## config.mk

```make
export PLATFORM = sky130hd
export DESIGN_NAME = tlv_varint_deframer_core
export DESIGN_NICKNAME = d
export VERILOG_FILES = /design/src/tlvd_pkg.sv /design/src/tlvd_step.sv /design/src/tlv_varint_deframer_core.sv
export VERILOG_INCLUDE_DIRS = /design/src /design/src/src
export SDC_FILE = /design/constraint.sdc
export NUM_CORES = 1
export LEC_CHECK = 0
export ABC_AREA = 1
export BUFFER_PORTS_ARGS = -buffer_cell sky130_fd_sc_hd__buf_2
export CORE_ASPECT_RATIO = 1.75
export CORE_MARGIN = 1.5
export CORE_UTILIZATION = 60
export DETAILED_ROUTE_END_ITERATION = 6
export HOLD_SLACK_MARGIN = 0.15
export PLACE_DENSITY = 0.85
export SYNTH_ARGS = -nofsm -noshare
export SYNTH_HDL_FRONTEND = slang
export SYNTH_SLANG_ARGS = --single-unit
```

## constraint.sdc

```tcl
create_clock -name i_clk -period 6.74 [get_ports i_clk]
set_input_delay 1.011 -clock i_clk [delete_from_list [all_inputs] [get_ports i_clk]]
set_output_delay 1.011 -clock i_clk [all_outputs]
set_load 0.05 [all_outputs]
```

## src/tlv_varint_deframer_core_defines.svh

```systemverilog
// ----------------------------------------------------------------------------
// TLV varint deframer assertion macros
// Shared concurrent assertion forms used by the deframer RTL.
// ----------------------------------------------------------------------------
`ifndef TLV_VARINT_DEFRAMER_CORE_DEFINES_SVH
`define TLV_VARINT_DEFRAMER_CORE_DEFINES_SVH

// Same-cycle implication, disabled while reset is asserted.
`define TLVD_ASSERT_NOW(label, clk, rst_n, cond, expr) \
    label: assert property (@(posedge clk) disable iff (!rst_n) (cond) |-> (expr)) \
        else $error("%m: check failed");

// Next-cycle implication, disabled while reset is asserted.
`define TLVD_ASSERT_NEXT(label, clk, rst_n, cond, expr) \
    label: assert property (@(posedge clk) disable iff (!rst_n) (cond) |=> (expr)) \
        else $error("%m: check failed");

`endif

```

## src/tlvd_pkg.sv

```systemverilog
// ----------------------------------------------------------------------------
// TLV varint deframer package
// Codes, widths and the result record shared by the deframer modules.
// ----------------------------------------------------------------------------
`default_nettype none

package tlvd_pkg;

    // Width of the decoded fields as they leave the block.
    localparam int OUT_W = 16;
    // Bits carried by one varint byte, and the continuation flag.
    localparam int DIGIT_BITS = 7;
    localparam logic [7:0] CONT_FLAG = 8'h80;

    // Parse phases.
    localparam logic [1:0] PH_TYPE   = 2'd0;
    localparam logic [1:0] PH_LENGTH = 2'd1;
    localparam logic [1:0] PH_VALUE  = 2'd2;
    localparam logic [1:0] PH_SKIP   = 2'd3;

    // Result kinds.
    localparam logic [1:0] KIND_EMPTY = 2'd0;
    localparam logic [1:0] KIND_VALUE = 2'd1;
    localparam logic [1:0] KIND_ERROR = 2'd2;

    // One result item plus its presence flag.
    typedef struct packed {
        logic               present;
        logic [1:0]         kind;
        logic [OUT_W-1:0]   rec_type;
        logic [OUT_W-1:0]   rec_length;
        logic [7:0]         value_byte;
        logic               last_of_value;
    } t_result;

endpackage

`default_nettype wire

```

## src/tlvd_step.sv

```systemverilog
// ----------------------------------------------------------------------------
// TLV varint deframer step logic
// Combinational next-state and result logic for one input byte.
// ----------------------------------------------------------------------------
`default_nettype none

module tlvd_step
    import tlvd_pkg::*;
#(
    parameter int FIELD_BITS = 16
) (
    input  wire logic [7:0]            i_byte,
    input  wire logic [1:0]            i_phase,
    input  wire logic [FIELD_BITS-1:0] i_accum,
    input  wire logic [FIELD_BITS-1:0] i_held_type,
    input  wire logic [FIELD_BITS-1:0] i_held_length,
    input  wire logic [FIELD_BITS-1:0] i_remaining,
    output logic [1:0]                 o_phase,
    output logic [FIELD_BITS-1:0]      o_accum,
    output logic [FIELD_BITS-1:0]      o_held_type,
    output logic [FIELD_BITS-1:0]      o_held_length,
    output logic [FIELD_BITS-1:0]      o_remaining,
    output t_result                    o_result
);

    logic                  more;
    logic                  overflow;
    logic [FIELD_BITS-1:0] acc_shift;
    logic [FIELD_BITS-1:0] rem_dec;

    // Varint digit shift and overflow test on the top seven accumulator bits.
    assign more      = (i_byte & CONT_FLAG) != 8'h00;
    assign overflow  = i_accum[FIELD_BITS-1 -: DIGIT_BITS] != '0;
    assign acc_shift = (i_accum << DIGIT_BITS) | FIELD_BITS'(i_byte[DIGIT_BITS-1:0]);
    assign rem_dec   = i_remaining - FIELD_BITS'(1);

    // Phase decode.
    always_comb begin
        o_phase       = i_phase;
        o_accum       = i_accum;
        o_held_type   = i_held_type;
        o_held_length = i_held_length;
        o_remaining   = i_remaining;
        o_result      = '0;

        unique case (i_phase)
            PH_TYPE, PH_LENGTH: begin
                if (overflow) begin
                    // The varint does not fit: report it and resynchronize.
                    o_accum          = '0;
                    o_phase          = more ? PH_SKIP : PH_TYPE;
                    o_result.present = 1'b1;
                    o_result.kind    = KIND_ERROR;
                    o_result.rec_type = (i_phase == PH_LENGTH)
                                        ? OUT_W'(i_held_type) : '0;
                end else if (more) begin
                    o_accum = acc_shift;
                end else if (i_phase == PH_TYPE) begin
                    o_held_type = acc_shift;
                    o_accum     = '0;
                    o_phase     = PH_LENGTH;
                end else begin
                    o_held_length = acc_shift;
                    o_accum       = '0;
                    if (acc_shift == '0) begin
                        // A zero-length record gives one header-only result.
                        o_phase                = PH_TYPE;
                        o_result.present       = 1'b1;
                        o_result.kind          = KIND_EMPTY;
                        o_result.rec_type      = OUT_W'(i_held_type);
                        o_result.last_of_value = 1'b1;
                    end else begin
                        o_remaining = acc_shift;
                        o_phase     = PH_VALUE;
                    end
                end
            end
            PH_VALUE: begin
                o_remaining            = rem_dec;
                o_phase                = (rem_dec == '0) ? PH_TYPE : PH_VALUE;
                o_result.present       = 1'b1;
                o_result.kind          = KIND_VALUE;
                o_result.rec_type      = OUT_W'(i_held_type);
                o_result.rec_length    = OUT_W'(i_held_length);
                o_result.value_byte    = i_byte;
                o_result.last_of_value = (rem_dec == '0);
            end
            PH_SKIP: begin
                // Drop the tail of an overflowed varint.
                if (!more) begin
                    o_phase = PH_TYPE;
                end
            end
            default: begin
                o_phase = PH_TYPE;
            end
        endcase
    end

endmodule

`default_nettype wire

```

## src/tlv_varint_deframer_core.sv

```systemverilog
// ----------------------------------------------------------------------------
// TLV varint deframer core
// Splits a byte stream of type/length/value records with base-128 varint
// headers into results carrying the record type and length: one per value byte, plus one per empty record or error.
//
//   Channel   Direction   Handshake            Payload
//   input     in          i_valid / o_stall    i_data_byte
//   result    out         o_valid / i_stall    o_kind, o_rec_type, o_rec_length,
//                                              o_value_byte, o_last_of_value
//
// One byte is accepted per clock while o_stall is low.
// The path is one input register followed by the parse logic and one result
// register, so the parse state updates once per byte.
// Reset is synchronous and active low and returns the parser to the type phase.
// A stall on the result side holds the result register and then the input
// register; a transfer can proceed in any cycle where the result moves on.
// ----------------------------------------------------------------------------
`default_nettype none

module tlv_varint_deframer_core
    import tlvd_pkg::*;
#(
    parameter int FIELD_BITS = 16
) (
    input  wire logic              i_clk,
    input  wire logic              i_rst_n,
    input  wire logic              i_valid,
    output logic                   o_stall,
    input  wire logic [7:0]        i_data_byte,
    output logic                   o_valid,
    input  wire logic              i_stall,
    output logic [1:0]             o_kind,
    output logic [OUT_W-1:0]       o_rec_type,
    output logic [OUT_W-1:0]       o_rec_length,
    output logic [7:0]             o_value_byte,
    output logic                   o_last_of_value
);

`include "tlv_varint_deframer_core_defines.svh"

    logic                  r_in_valid;
    logic [7:0]            r_in_byte;
    logic                  r_out_valid;
    t_result               r_out;
    logic [1:0]            r_phase;
    logic [FIELD_BITS-1:0] r_accum;
    logic [FIELD_BITS-1:0] r_held_type;
    logic [FIELD_BITS-1:0] r_held_length;
    logic [FIELD_BITS-1:0] r_remaining;

    logic [1:0]            n_phase;
    logic [FIELD_BITS-1:0] n_accum;
    logic [FIELD_BITS-1:0] n_held_type;
    logic [FIELD_BITS-1:0] n_held_length;
    logic [FIELD_BITS-1:0] n_remaining;
    t_result               step_res;

    logic                  out_blocked;
    logic                  step_go;
    logic                  in_take;

    // Flow control: the result register frees up when empty or taken.
    assign out_blocked = r_out_valid && i_stall;
    assign step_go     = r_in_valid && !out_blocked;
    assign o_stall     = r_in_valid && out_blocked;
    assign in_take     = i_valid && !o_stall;

    // Parse logic for the byte in the input register.
    tlvd_step #(
        .FIELD_BITS (FIELD_BITS)
    ) u_step (
        .i_byte        (r_in_byte),
        .i_phase       (r_phase),
        .i_accum       (r_accum),
        .i_held_type   (r_held_type),
        .i_held_length (r_held_length),
        .i_remaining   (r_remaining),
        .o_phase       (n_phase),
        .o_accum       (n_accum),
        .o_held_type   (n_held_type),
        .o_held_length (n_held_length),
        .o_remaining   (n_remaining),
        .o_result      (step_res)
    );

    // Input register.
    always_ff @(posedge i_clk) begin
        if (!i_rst_n) begin
            r_in_valid <= 1'b0;
        end else if (!o_stall) begin
            r_in_valid <= i_valid;
        end
        if (in_take) begin
            r_in_byte <= i_data_byte;
        end
    end

    // Parse state, updated once per consumed byte.
    always_ff @(posedge i_clk) begin
        if (!i_rst_n) begin
            r_phase       <= PH_TYPE;
            r_accum       <= '0;
            r_held_type   <= '0;
            r_held_length <= '0;
            r_remaining   <= '0;
        end else if (step_go) begin
            r_phase       <= n_phase;
            r_accum       <= n_accum;
            r_held_type   <= n_held_type;
            r_held_length <= n_held_length;
            r_remaining   <= n_remaining;
        end
    end

    // Result register.
    always_ff @(posedge i_clk) begin
        if (!i_rst_n) begin
            r_out_valid <= 1'b0;
        end else if (!out_blocked) begin
            r_out_valid <= step_go && step_res.present;
        end
        if (step_go && step_res.present) begin
            r_out <= step_res;
        end
    end

    assign o_valid         = r_out_valid;
    assign o_kind          = r_out.kind;
    assign o_rec_type      = r_out.rec_type;
    assign o_rec_length    = r_out.rec_length;
    assign o_value_byte    = r_out.value_byte;
    assign o_last_of_value = r_out.last_of_value;

    // Value phase is entered only with bytes left to pass.
    `TLVD_ASSERT_NOW(a_value_has_bytes, i_clk, i_rst_n,
        r_phase == PH_VALUE, r_remaining != '0)
    // Only value results carry a payload byte.
    `TLVD_ASSERT_NOW(a_payload_only_on_value, i_clk, i_rst_n,
        o_valid && o_kind != KIND_VALUE, o_value_byte == 8'h00)
    // Error results carry no length and no last flag.
    `TLVD_ASSERT_NOW(a_error_fields_clear, i_clk, i_rst_n,
        o_valid && o_kind == KIND_ERROR, o_rec_length == '0 && !o_last_of_value)
    // Empty records are always marked last.
    `TLVD_ASSERT_NOW(a_empty_is_last, i_clk, i_rst_n,
        o_valid && o_kind == KIND_EMPTY, o_last_of_value)
    // A held input byte is not lost while the result side is blocked.
    `TLVD_ASSERT_NEXT(a_input_held, i_clk, i_rst_n,
        r_in_valid && out_blocked, r_in_valid && $stable(r_in_byte))

endmodule

`default_nettype wire
```

### Yosys cells after proc, flatten, opt, wreduce, memory -nomap -nowiden

Index checks and enable logic that the tools add are counted.

| word-level totals | value |
|---|---|
| register bits | 119 |
| input bits | 12 |
| logic and storage cells | 71 |
| output and inout port bits | 45 |

| cells by class | value |
|---|---|
| add/sub/neg operators | 1 |
| eq/ne operators | 9 |
| reductions and logical operators | 18 |
| multiplexer cells | 26 |
| bitwise operators | 4 |

Operators by type and width:

| cell | count |
|---|---|
| 2-to-1 mux 16 bit | 7 |
| 2-to-1 mux 19 bit | 4 |
| one-hot mux 19 bit (2 select lines) | 1 |
| zero test 16 bit | 2 |
| one-hot mux 16 bit (2 select lines) | 1 |
| bitwise OR 16 x 7 -> 16 bit | 1 |
| subtractor 16 x 1 -> 16 bit (second input constant) | 1 |
| 2-to-1 mux 2 bit | 7 |
| inequality test 2 bit (second input constant) | 5 |
| AND reduction 5 bit | 2 |
| nonzero test 7 bit | 1 |
| one-hot mux 2 bit (3 select lines) | 1 |
| AND reduction 6 bit | 1 |
| logical AND 1 bit | 5 |
| equality test 2 bit (second input constant) | 2 |
| 2-to-1 mux 1 bit | 4 |
| inequality test 3 x 2 -> 1 bit (second input constant) | 1 |
| inverter 1 bit | 3 |
| AND reduction 3 bit | 1 |
| equality test 2 x 1 -> 1 bit (second input constant) | 1 |
| zero test 1 bit | 2 |
| zero test 2 bit | 1 |
| one-hot mux 1 bit (2 select lines) | 1 |
| AND reduction 2 bit | 1 |
| 2 further kinds | 2 |

### Longest topological paths before layout

Gate-level depths: netlist (run 1).

| logic depth | value |
|---|---|
| depth after elaboration | 8 |
| mapped depth | 14 |
| mapped depth without buffers | 13 |

### Cells and area by module

Synthesis (run 1) repeated with hierarchy kept, for this count alone.

| unflattened totals | value |
|---|---|
| cell total of the unflattened synthesis | 900 |
| area total of the unflattened synthesis | 6586.3 µm² |

Modules (own cells, without submodules):

| module | instances | seq. area each (µm²) | area an instance (µm²) | cells an instance |
|---|---|---|---|---|
| tlv_varint_deframer_core | 1 | 2892.8 | 4678.2 | 500 |
| tlvd_step | 1 | 0.0 | 1908.1 | 400 |

### Worst setup path after synthesis (run 1)

Ideal clock, no wire load.

| path | value |
|---|---|
| path kind | input-to-output |
| from | input i_stall |
| to | output o_stall |
| required time | 5.729 ns |
| slack | 3.958 ns |
| cell stages on the path | 2 |
| path buffers | 0 |
| data arrival time | 1.771 ns |
| cells stage by stage | nand2_2 -> nor2_1 |

| on the way | value |
|---|---|
| longest elaborated chain between the ends | 2 |

RTL lines:

| element | RTL line | text |
|---|---|---|
| start, declared | tlv_varint_deframer_core.sv:31 | `input wire logic i_stall,` |
| logical AND 1 bit | tlv_varint_deframer_core.sv:63 | `assign out_blocked = r_out_valid && i_stall;` |
| logical AND 1 bit | tlv_varint_deframer_core.sv:65 | `assign o_stall = r_in_valid && out_blocked;` |
| end, declared | tlv_varint_deframer_core.sv:28 | `output logic o_stall,` |

Every way passes these cells.

### Worst setup path in the final report (run 1)

Ends and elaborated chain as after synthesis.

==> results of run 1 <==
## cells in the mapped netlist, types with 3 or more instances
master    number
a211oi_1       9
nand2_4        3
o21ai_0       46
o21ai_1       23
a21oi_1       50
nand3_1       22
edfxtp_1      51
nor2_4         5
nor3_1         3
nor2_2        13
inv_1         83
nor2_1        67
dfxtp_1       68
clkbuf_1      12
nand2_1       76
a21oi_2       10
buf_1          3
nor4_4         3
inv_2          3
a31oi_1        9
buf_6          9
nand4_1        9
buf_2          3
## flip-flops by register name, summed over array words and instances, names as in the netlist
register         flops
r_remaining         16
o_rec_type          16
r_phase              2
o_kind               2
r_held_length       16
r_accum             16
o_value_byte         8
r_in_byte            8
r_held_type         16
o_last_of_value      1
o_valid              1
o_rec_length        16
r_in_valid           1
## kinds of logic after synthesis
group                    after synthesis  share of synthesized area, %
flip-flops                           119                          54.1
XOR/XNOR                               1                         0.164
AO/OA/AOI/OAI                        154                          16.2
adder cells (fa/ha/maj)                2                         0.468
buffers and inverters                117                          9.78
AND/OR/NAND/NOR                      208                          19.3
## power by group
part / total [mW] / switching, mW / internal, mW
clock network: 0.819 / 0.306 / 0.513
logic: 0.291 / 0.220 / 0.0709
registers: 0.823 / 0.0281 / 0.795
total: 1.93 / 0.554 / 1.38
## path summary, 6_finish.rpt
path,startpoint,endpoint,slack (ns)
max reg2reg,r_in_byte[6],o_value_byte[1],4.27
max,i_stall,o_stall,4.15
min,r_held_type[5],r_held_type[5],0.46
min reg2reg,r_held_type[5],r_held_type[5],0.46
## final cells by class
class / count / share of cell area, %
repair buffers: 58 / 4.81
well taps: 117 / 2.38
clock buffers: 24 / 8.17
clock inverters: 8 / 0.754
inverters: 87 / 5.34
multi-input cells: 365 / 31.4
flip-flops and latches: 119 / 47.1
## worst min-delay path: stages (launching register included)
cell and delay (ns):
dfxtp_1 0.29, inv_1 0.06, a21oi_1 0.05
## routing by layer
metal	up-vias	track usage (%)	share of wire [%]
met4	0	15.9	4.0
met3	43	8.10	5.3
met5	-	0	0
li1	2100	-	-
met2	170	46.8	54
met1	2087	28.2	37
==> flow_summary.toml, run 1 <==
[critical_path]
critical_path_class = "in -> out"
path_common_cell = "buf_2"
crit_path_max_fanout = 3
rr_worst_depth = 8
cp_cell_sequence = "buf_2, nand2_2, nor2_1, buf_2"
worst-path-buf-inv = 2
crit_path_end_kind = "primary output"
slowest_stage = "buf_2"
slowest_delay_ns = 0.28
cpLargestDelayFamily = "buffers and inverters"
start_kind = "primary input"
cp.required_ns = 5.73
cp.arrival_ns = 1.58
cp.depth = 4

[cts]
clk_pin_slew_ns = 0.05
h-tree-depth = 4
cts_tree = "yes"
worstSkewPairLatency_ns = 0.42
cts_max_path_buffers = 2
cts_hold_buf = 0
cts.repair.resized = 0
cts-root-buf = "clkbuf_16"
cts_setup_buffers = 0
clock_sink_count = 119
numCtsBuffers = 17

[cells_and_area]
n_antenna_cell = 0
stdcell_area_um2 = 6140
fillers = 656
area_delta_synth_final_pct = 14.9
nets = 662
multi_input_area_um2 = 1930
regArea_um2 = 2890
drive_gt1_share_pct = 19.8
final_common_cell = "inv_1"
final_cell_mix = "inv_1 (83), nand2_1 (76), dfxtp_1 (68)"
instances_no_fill = 778
final_core_util_pct = 70.8

[global_routing]
grt_use_total_pct = 27.2
grt_pass1_vias = 4194
antenna_found_initial = 0
grt_overflow = 0
grt_max_degree = 57
grt_first_pass_wirelength_um = 19300

[hold_path]
hold_class = "reg -> reg"
holdPathStages = 2

[timing]
drv_slew = 0
tightest_slew_ns = 1.08
layout_setup_ws_ns = 4.15
maxSlewHeadroom_pct = 27.8
finalCritPeriodShare_pct = 38.4
holdWs_ns = 0.457
rsz0062_at_grt = "no"
setup_viol = 0
period_needed_ns = 2.59
fmax_ghz = 0.387
final.setup.tns_ns = 0
fin_worst_skew_ns = 0.00853
hold_violations = 0

[pwr]
total_power_mw = 1.93
max-vdd-ir-drop_mv = 0.221
p_leak_nw = 2.48
powerDensity_nw_per_um2 = 315

[place]
pre_cts_slack_ns = 3.91
placed_area_um2 = 5590
gp_congestion = 0.962
place_hpwl_um = 8130
io_buffers = 56
dp_cells = 746

[floorplanning]
die-area_um2 = 9510
chipWidth_um = 74.4
die_h_um = 128
initial_core_util_pct = 61.7
io_pins = 57
core_area_um2 = 8670
rows = 45

[logic_synthesis]
synth_cell_type_count = 39
synth_top_area_cell = "edfxtp_1"
synth.cell_area_um2 = 5350
synth.yosys.seq_area_share_pct = 54.1
avgSynthCellArea_um2 = 8.90
synth_flop_cell = "dfxtp_1"
synth_top_cells_by_area = "edfxtp_1 (29%), dfxtp_1 (25%), inv_1 (5.8%)"
yosysTopAreaCellShare_pct = 28.6
syn-num-nets = 615
ys_warn_count = 0
postSynthCellCount = 601
synth_edf_count = 51
ys_seq_elements = 119
ys_async_sr_fraction_pct = 0

[detailed_routing]
wl_um = 12100
drcViolationCount = 0
firstDrtPassIters = 7
vias = 4400
wire_per_inst_um = 15.5
via_per_inst = 5.66
antenna_left = 0
first_iter_violations = 410

[outcome]
status = "finished, final reports clean"

[job]
cap_viol_max_count = 0
(Power assumes the default switching activity.)
==> run 2: changes to the inputs <==
--- a/config.mk
+++ b/config.mk
@@ -10,10 +10,10 @@
 export BUFFER_PORTS_ARGS = -buffer_cell sky130_fd_sc_hd__buf_2
 export CORE_ASPECT_RATIO = 1.75
 export CORE_MARGIN = 1.5
-export CORE_UTILIZATION = 60
+export CORE_UTILIZATION = 58
 export DETAILED_ROUTE_END_ITERATION = 6
 export HOLD_SLACK_MARGIN = 0.15
-export PLACE_DENSITY = 0.85
+export PLACE_DENSITY = 0.83
 export SYNTH_ARGS = -nofsm -noshare
 export SYNTH_HDL_FRONTEND = slang
 export SYNTH_SLANG_ARGS = --single-unit
==> constraint.sdc (replaced) <==
create_clock -name i_clk -period 2.4 [get_ports i_clk]
set_input_delay 0.36 -clock i_clk [delete_from_list [all_inputs] [get_ports i_clk]]
set_output_delay 0.36 -clock i_clk [all_outputs]
set_load 0.05 [all_outputs]
==> flow_summary.toml, run 2 (synthesis gave the netlist of run 1 again) <==
[outcome]
status = "finished, final reports clean"

[critical_path]
slowest_delay_ns = 0.43
cp.arrival_ns = 2.25
crit_path_max_fanout = 39
critical_path_class = "reg -> reg"
slowest_stage = "edfxtp_1"
cp.required_ns = 2.50
worst-path-buf-inv = 3
path_common_cell = "inv_1"
cpLargestDelayFamily = "buffers and inverters"
cp_cell_sequence = "inv_1, nand4_1, nor2_1, nand2_1, o31ai_1, nand3_1, inv_1, buf_12"
crit_path_end_kind = "flop"
start_kind = "flop"

[timing]
finalCritPeriodShare_pct = 89.4
maxSlewHeadroom_pct = 56.2
fmax_ghz = 0.466
rsz0062_at_grt = "no"
drv_slew = 0
setup_viol = 0
fin_worst_skew_ns = 0.00545
tightest_slew_ns = 0.656
layout_setup_ws_ns = 0.254
hold_violations = 0
period_needed_ns = 2.15
holdWs_ns = 0.229
final.setup.tns_ns = 0

[global_routing]
grt_overflow = 0
grt_first_pass_wirelength_um = 19500
antenna_found_initial = 0
grt_pass1_vias = 4159
grt.met3_usage_pct = 7.95
grtUsageMet1_pct = 29.1
grt_use_total_pct = 27.0
grt_max_degree = 40
met2_usage_pct = 46.6
busiest_layer = "met2"

[pwr]
powerDensity_nw_per_um2 = 891
total_power_mw = 5.63
swShare_pct = 28.1
p_switching_mw = 1.58
power_frac_comb_pct = 15.0
max-vdd-ir-drop_mv = 0.569
p_int_mw = 4.05
p_leak_nw = 2.58
power_frac_seq_pct = 40.8
clkPwrFrac_pct = 44.2

[hold_path]
hold_class = "in -> reg"

[cells_and_area]
area_delta_synth_final_pct = 18.3
final_cell_mix = "inv_1 (83), nand2_1 (76), dfxtp_1 (68)"
nets = 675
n_antenna_cell = 0
fillers = 671
drive_gt1_share_pct = 20.8
final_common_cell = "inv_1"
instances_no_fill = 794

[floorplanning]
chipWidth_um = 75.6
io_pins = 57
core_area_um2 = 9040
rows = 46
die-area_um2 = 9830
die_h_um = 130
initial_core_util_pct = 59.2

[place]
pre_cts_slack_ns = 0.297
io_buffers = 56
dp_cells = 754
place_hpwl_um = 8460
gp_congestion = 0.951

[detailed_routing]
via_per_inst = 5.49
wl_um = 12100
drcViolationCount = 0
firstDrtPassIters = 5
vias = 4361
antenna_left = 0
wire_per_inst_um = 15.3
first_iter_violations = 397

[cts]
cts-root-buf = "clkbuf_16"
cts_max_path_buffers = 2
clk_pin_slew_ns = 0.05
numCtsBuffers = 17
h-tree-depth = 4
clock_sink_count = 119
worstSkewPairLatency_ns = 0.42
cts_setup_buffers = 0
cts_tree = "yes"

[job]
cap_viol_max_count = 0
[run 2: cell count changes in the layout (fill, tap and decap cells not counted), moves of 2 or more]
cell,change
dlygate4sd3_1,+8
buf_4,+4
clkinv_1,-3
clkinvlp_4,-3
clkinv_4,+2
inv_4,+2
[run 2: per-stage QoR]
stage,instance area (µm²),util (%)
6_report,6320,70.0
5_1_grt,6320,70.0
4_1_cts,6320,70.0
3_5_place_dp,5650,62.5
3_3_place_gp,5650,62.5
2_1_floorplan,5350,-
[run 2: layer usage]
layer / part of all wire, % / vias up
met4: 4.1 / 0
met3: 5.0 / 41
met2: 54 / 173
li1: - / 2112
met5: 0 / -
met1: 37 / 2035
[run 2: power groups by stage]
stage          registers, mW  clock network, mW  logic [mW]
2_1_floorplan           2.49                  0       0.497
4_1_cts                 2.30               2.51       0.836
6_report                2.30               2.49       0.843
5_1_grt                 2.31               2.60       0.919
3_5_place_dp            2.34                  0       0.818
3_3_place_gp            2.33                  0       0.806
[run 2: area by class of cell]
cell class                      instances  area, µm²  share of cell area [%]
Clock buffer                           23        509                    8.05
Multi-Input combinational cell        365       1930                    30.5
Timing Repair Buffer                   71        425                    6.73
Clock inverter                          9       86.3                    1.37
Sequential cell                       119       2890                    45.8
Tap cell                              120        150                    2.37
Inverter                               87        328                    5.19
[run 2: timing repair]
item / 4_1_cts / 5_1_grt
hold buffers: 8 / 0
endpoints found under the hold margin: 8 / 0
gates resized for setup: 0 / 0
[run 2: worst paths after layout]
check	to	slack [ns]	depth (start not counted)	startpoint
worst max-delay path	o_value_byte[3]	0.25	8	r_in_byte[6]
worst max register to register	o_value_byte[3]	0.25	8	r_in_byte[6]
worst min register to register	r_held_type[0]	0.45	2	r_held_type[0]
worst min-delay path	r_in_valid	0.23	3	i_valid
[run 2: worst reg2reg max path, stage by stage (launching register included)]
cell and delay (ns):
edfxtp_1 0.43, inv_1 0.16, nand4_1 0.11, nor2_1 0.15, nand2_1 0.12, o31ai_1 0.22, nand3_1 0.13, inv_1 0.23
buf_12 0.25
==> run 3: changes to the inputs <==
--- a/config.mk
+++ b/config.mk
@@ -8,9 +8,11 @@
 export LEC_CHECK = 0
 export ABC_AREA = 1
 export BUFFER_PORTS_ARGS = -buffer_cell sky130_fd_sc_hd__buf_2
+export CELL_PAD_IN_SITES_DETAIL_PLACEMENT = 0
+export CELL_PAD_IN_SITES_GLOBAL_PLACEMENT = 2
 export CORE_ASPECT_RATIO = 1.75
 export CORE_MARGIN = 1.5
-export CORE_UTILIZATION = 58
+export CORE_UTILIZATION = 36
 export DETAILED_ROUTE_END_ITERATION = 6
 export HOLD_SLACK_MARGIN = 0.15
 export PLACE_DENSITY = 0.83
==> flow_summary.toml, run 3 (synthesis gave the netlist of run 1 again) <==
[outcome]
status = "finished, final reports clean"

[global_routing]
antenna_found_initial = 0
grtUsageMet1_pct = 19.6
grt_first_pass_wirelength_um = 21000
grt_overflow = 0
busiest_layer = "met2"
grt_use_total_pct = 18.1
grt_pass1_vias = 4097
met2_usage_pct = 32.9
grt.met3_usage_pct = 3.84
grt_max_degree = 44

[floorplanning]
io_pins = 57
die-area_um2 = 15600
rows = 58
chipWidth_um = 95.1
initial_core_util_pct = 37.0
die_h_um = 164
core_area_um2 = 14400

[timing]
drv_slew = 0
fmax_ghz = 0.445
setup_viol = 0
layout_setup_ws_ns = 0.155
period_needed_ns = 2.25
hold_violations = 0
tightest_slew_ns = 0.701
maxSlewHeadroom_pct = 53.3
finalCritPeriodShare_pct = 93.6
final.setup.tns_ns = 0
fin_worst_skew_ns = 0.00989
rsz0062_at_grt = "no"

[critical_path]
rr_worst_depth = 8
crit_path_max_fanout = 43
rrSetupSlack_ns = 0.15
critical_path_class = "reg -> reg"
cp.arrival_ns = 2.33
start_kind = "flop"
crit_path_end_kind = "flop"
cp.required_ns = 2.49

[cells_and_area]
drive_gt1_share_pct = 21.3
final_cell_mix = "inv_1 (83), nand2_1 (76), dfxtp_1 (68)"
nets = 678
final_common_cell = "inv_1"
area_delta_synth_final_pct = 19.8
n_antenna_cell = 0

[pwr]
p_int_mw = 3.93
p_leak_nw = 2.58
max-vdd-ir-drop_mv = 0.541
p_switching_mw = 1.70
swShare_pct = 30.1
power_frac_comb_pct = 15.0
powerDensity_nw_per_um2 = 878
power_frac_seq_pct = 41.0
clkPwrFrac_pct = 44.0

[place]
io_buffers = 56
gp_congestion = 0.893
place_hpwl_um = 9670
pre_cts_slack_ns = 0.146

[cts]
worstSkewPairLatency_ns = 0.41
h-tree-depth = 4
cts.repair.resized = 0
cts-root-buf = "clkbuf_16"
cts_tree = "yes"
cts_max_path_buffers = 2
numCtsBuffers = 17
clock_sink_count = 119
clk_pin_slew_ns = 0.06

[detailed_routing]
antenna_left = 0
vias = 4268
firstDrtPassIters = 5
wire_per_inst_um = 15.5
drcViolationCount = 0
wl_um = 13300
first_iter_violations = 193
via_per_inst = 4.98

[hold_path]
hold_class = "in -> reg"
holdPathStages = 3

[job]
cap_viol_max_count = 0
[run 3: power groups by stage]
stage                     logic (mW)  registers (mW)  clock network [mW]
after floorplan                0.497            2.49                   0
after global placement         0.839            2.35                   0
after detailed placement       0.842            2.35                   0
after CTS                      0.854            2.31                2.52
after global routing           0.928            2.32                2.60
final                          0.844            2.31                2.48
[run 3: worst max-delay path, stage by stage, from the launching register on]
cell      delay, ns
edfxtp_1       0.46
inv_1          0.18
nand4_1        0.14
nor2_1         0.17
nand2_1        0.14
o31ai_1        0.27
nand3_1        0.17
inv_1          0.13
buf_12         0.23
[run 3: layout make-up]
type	instances	area (µm²)
flip-flops and latches	119	2890
inverters	87	328
repair buffers	74	448
clock inverters	14	141
clock buffers	18	439
multi-input cells	365	1930
well taps	180	225
fillers	1435	8040
[run 3: worst paths after layout]
path,start,end
max,r_in_byte[3],o_value_byte[2]
min,i_valid,r_in_valid
max reg2reg,r_in_byte[3],o_value_byte[2]
min reg2reg,r_held_type[0],r_held_type[0]
[run 3: through the flow]
step                area (µm²)  power, mW  std cells  util (%)  hold slack (ns)
floorplan                 5350       2.99        601         -            0.430
global placement          5740       3.18        817      39.8            0.445
detailed placement        5740       3.19        817      39.8            0.447
CTS                       6400       5.68        857      44.4            0.213
global route              6400       5.85        857      44.4            0.243
finish                    6400       5.63        857      44.4            0.223
[run 3: what timing repair did]
action                                 in CTS  in global routing
endpoints found under the hold margin       8                  0
buffers inserted                            0                  0
hold buffers                                8                  0
[run 3: routing by layer]
layer / vias to the layer above / routed length (µm)
met5: - / 0
met4: 0 / 326
met3: 26 / 510
met2: 120 / 7250
met1: 1991 / 5190
li1: 2131 / -
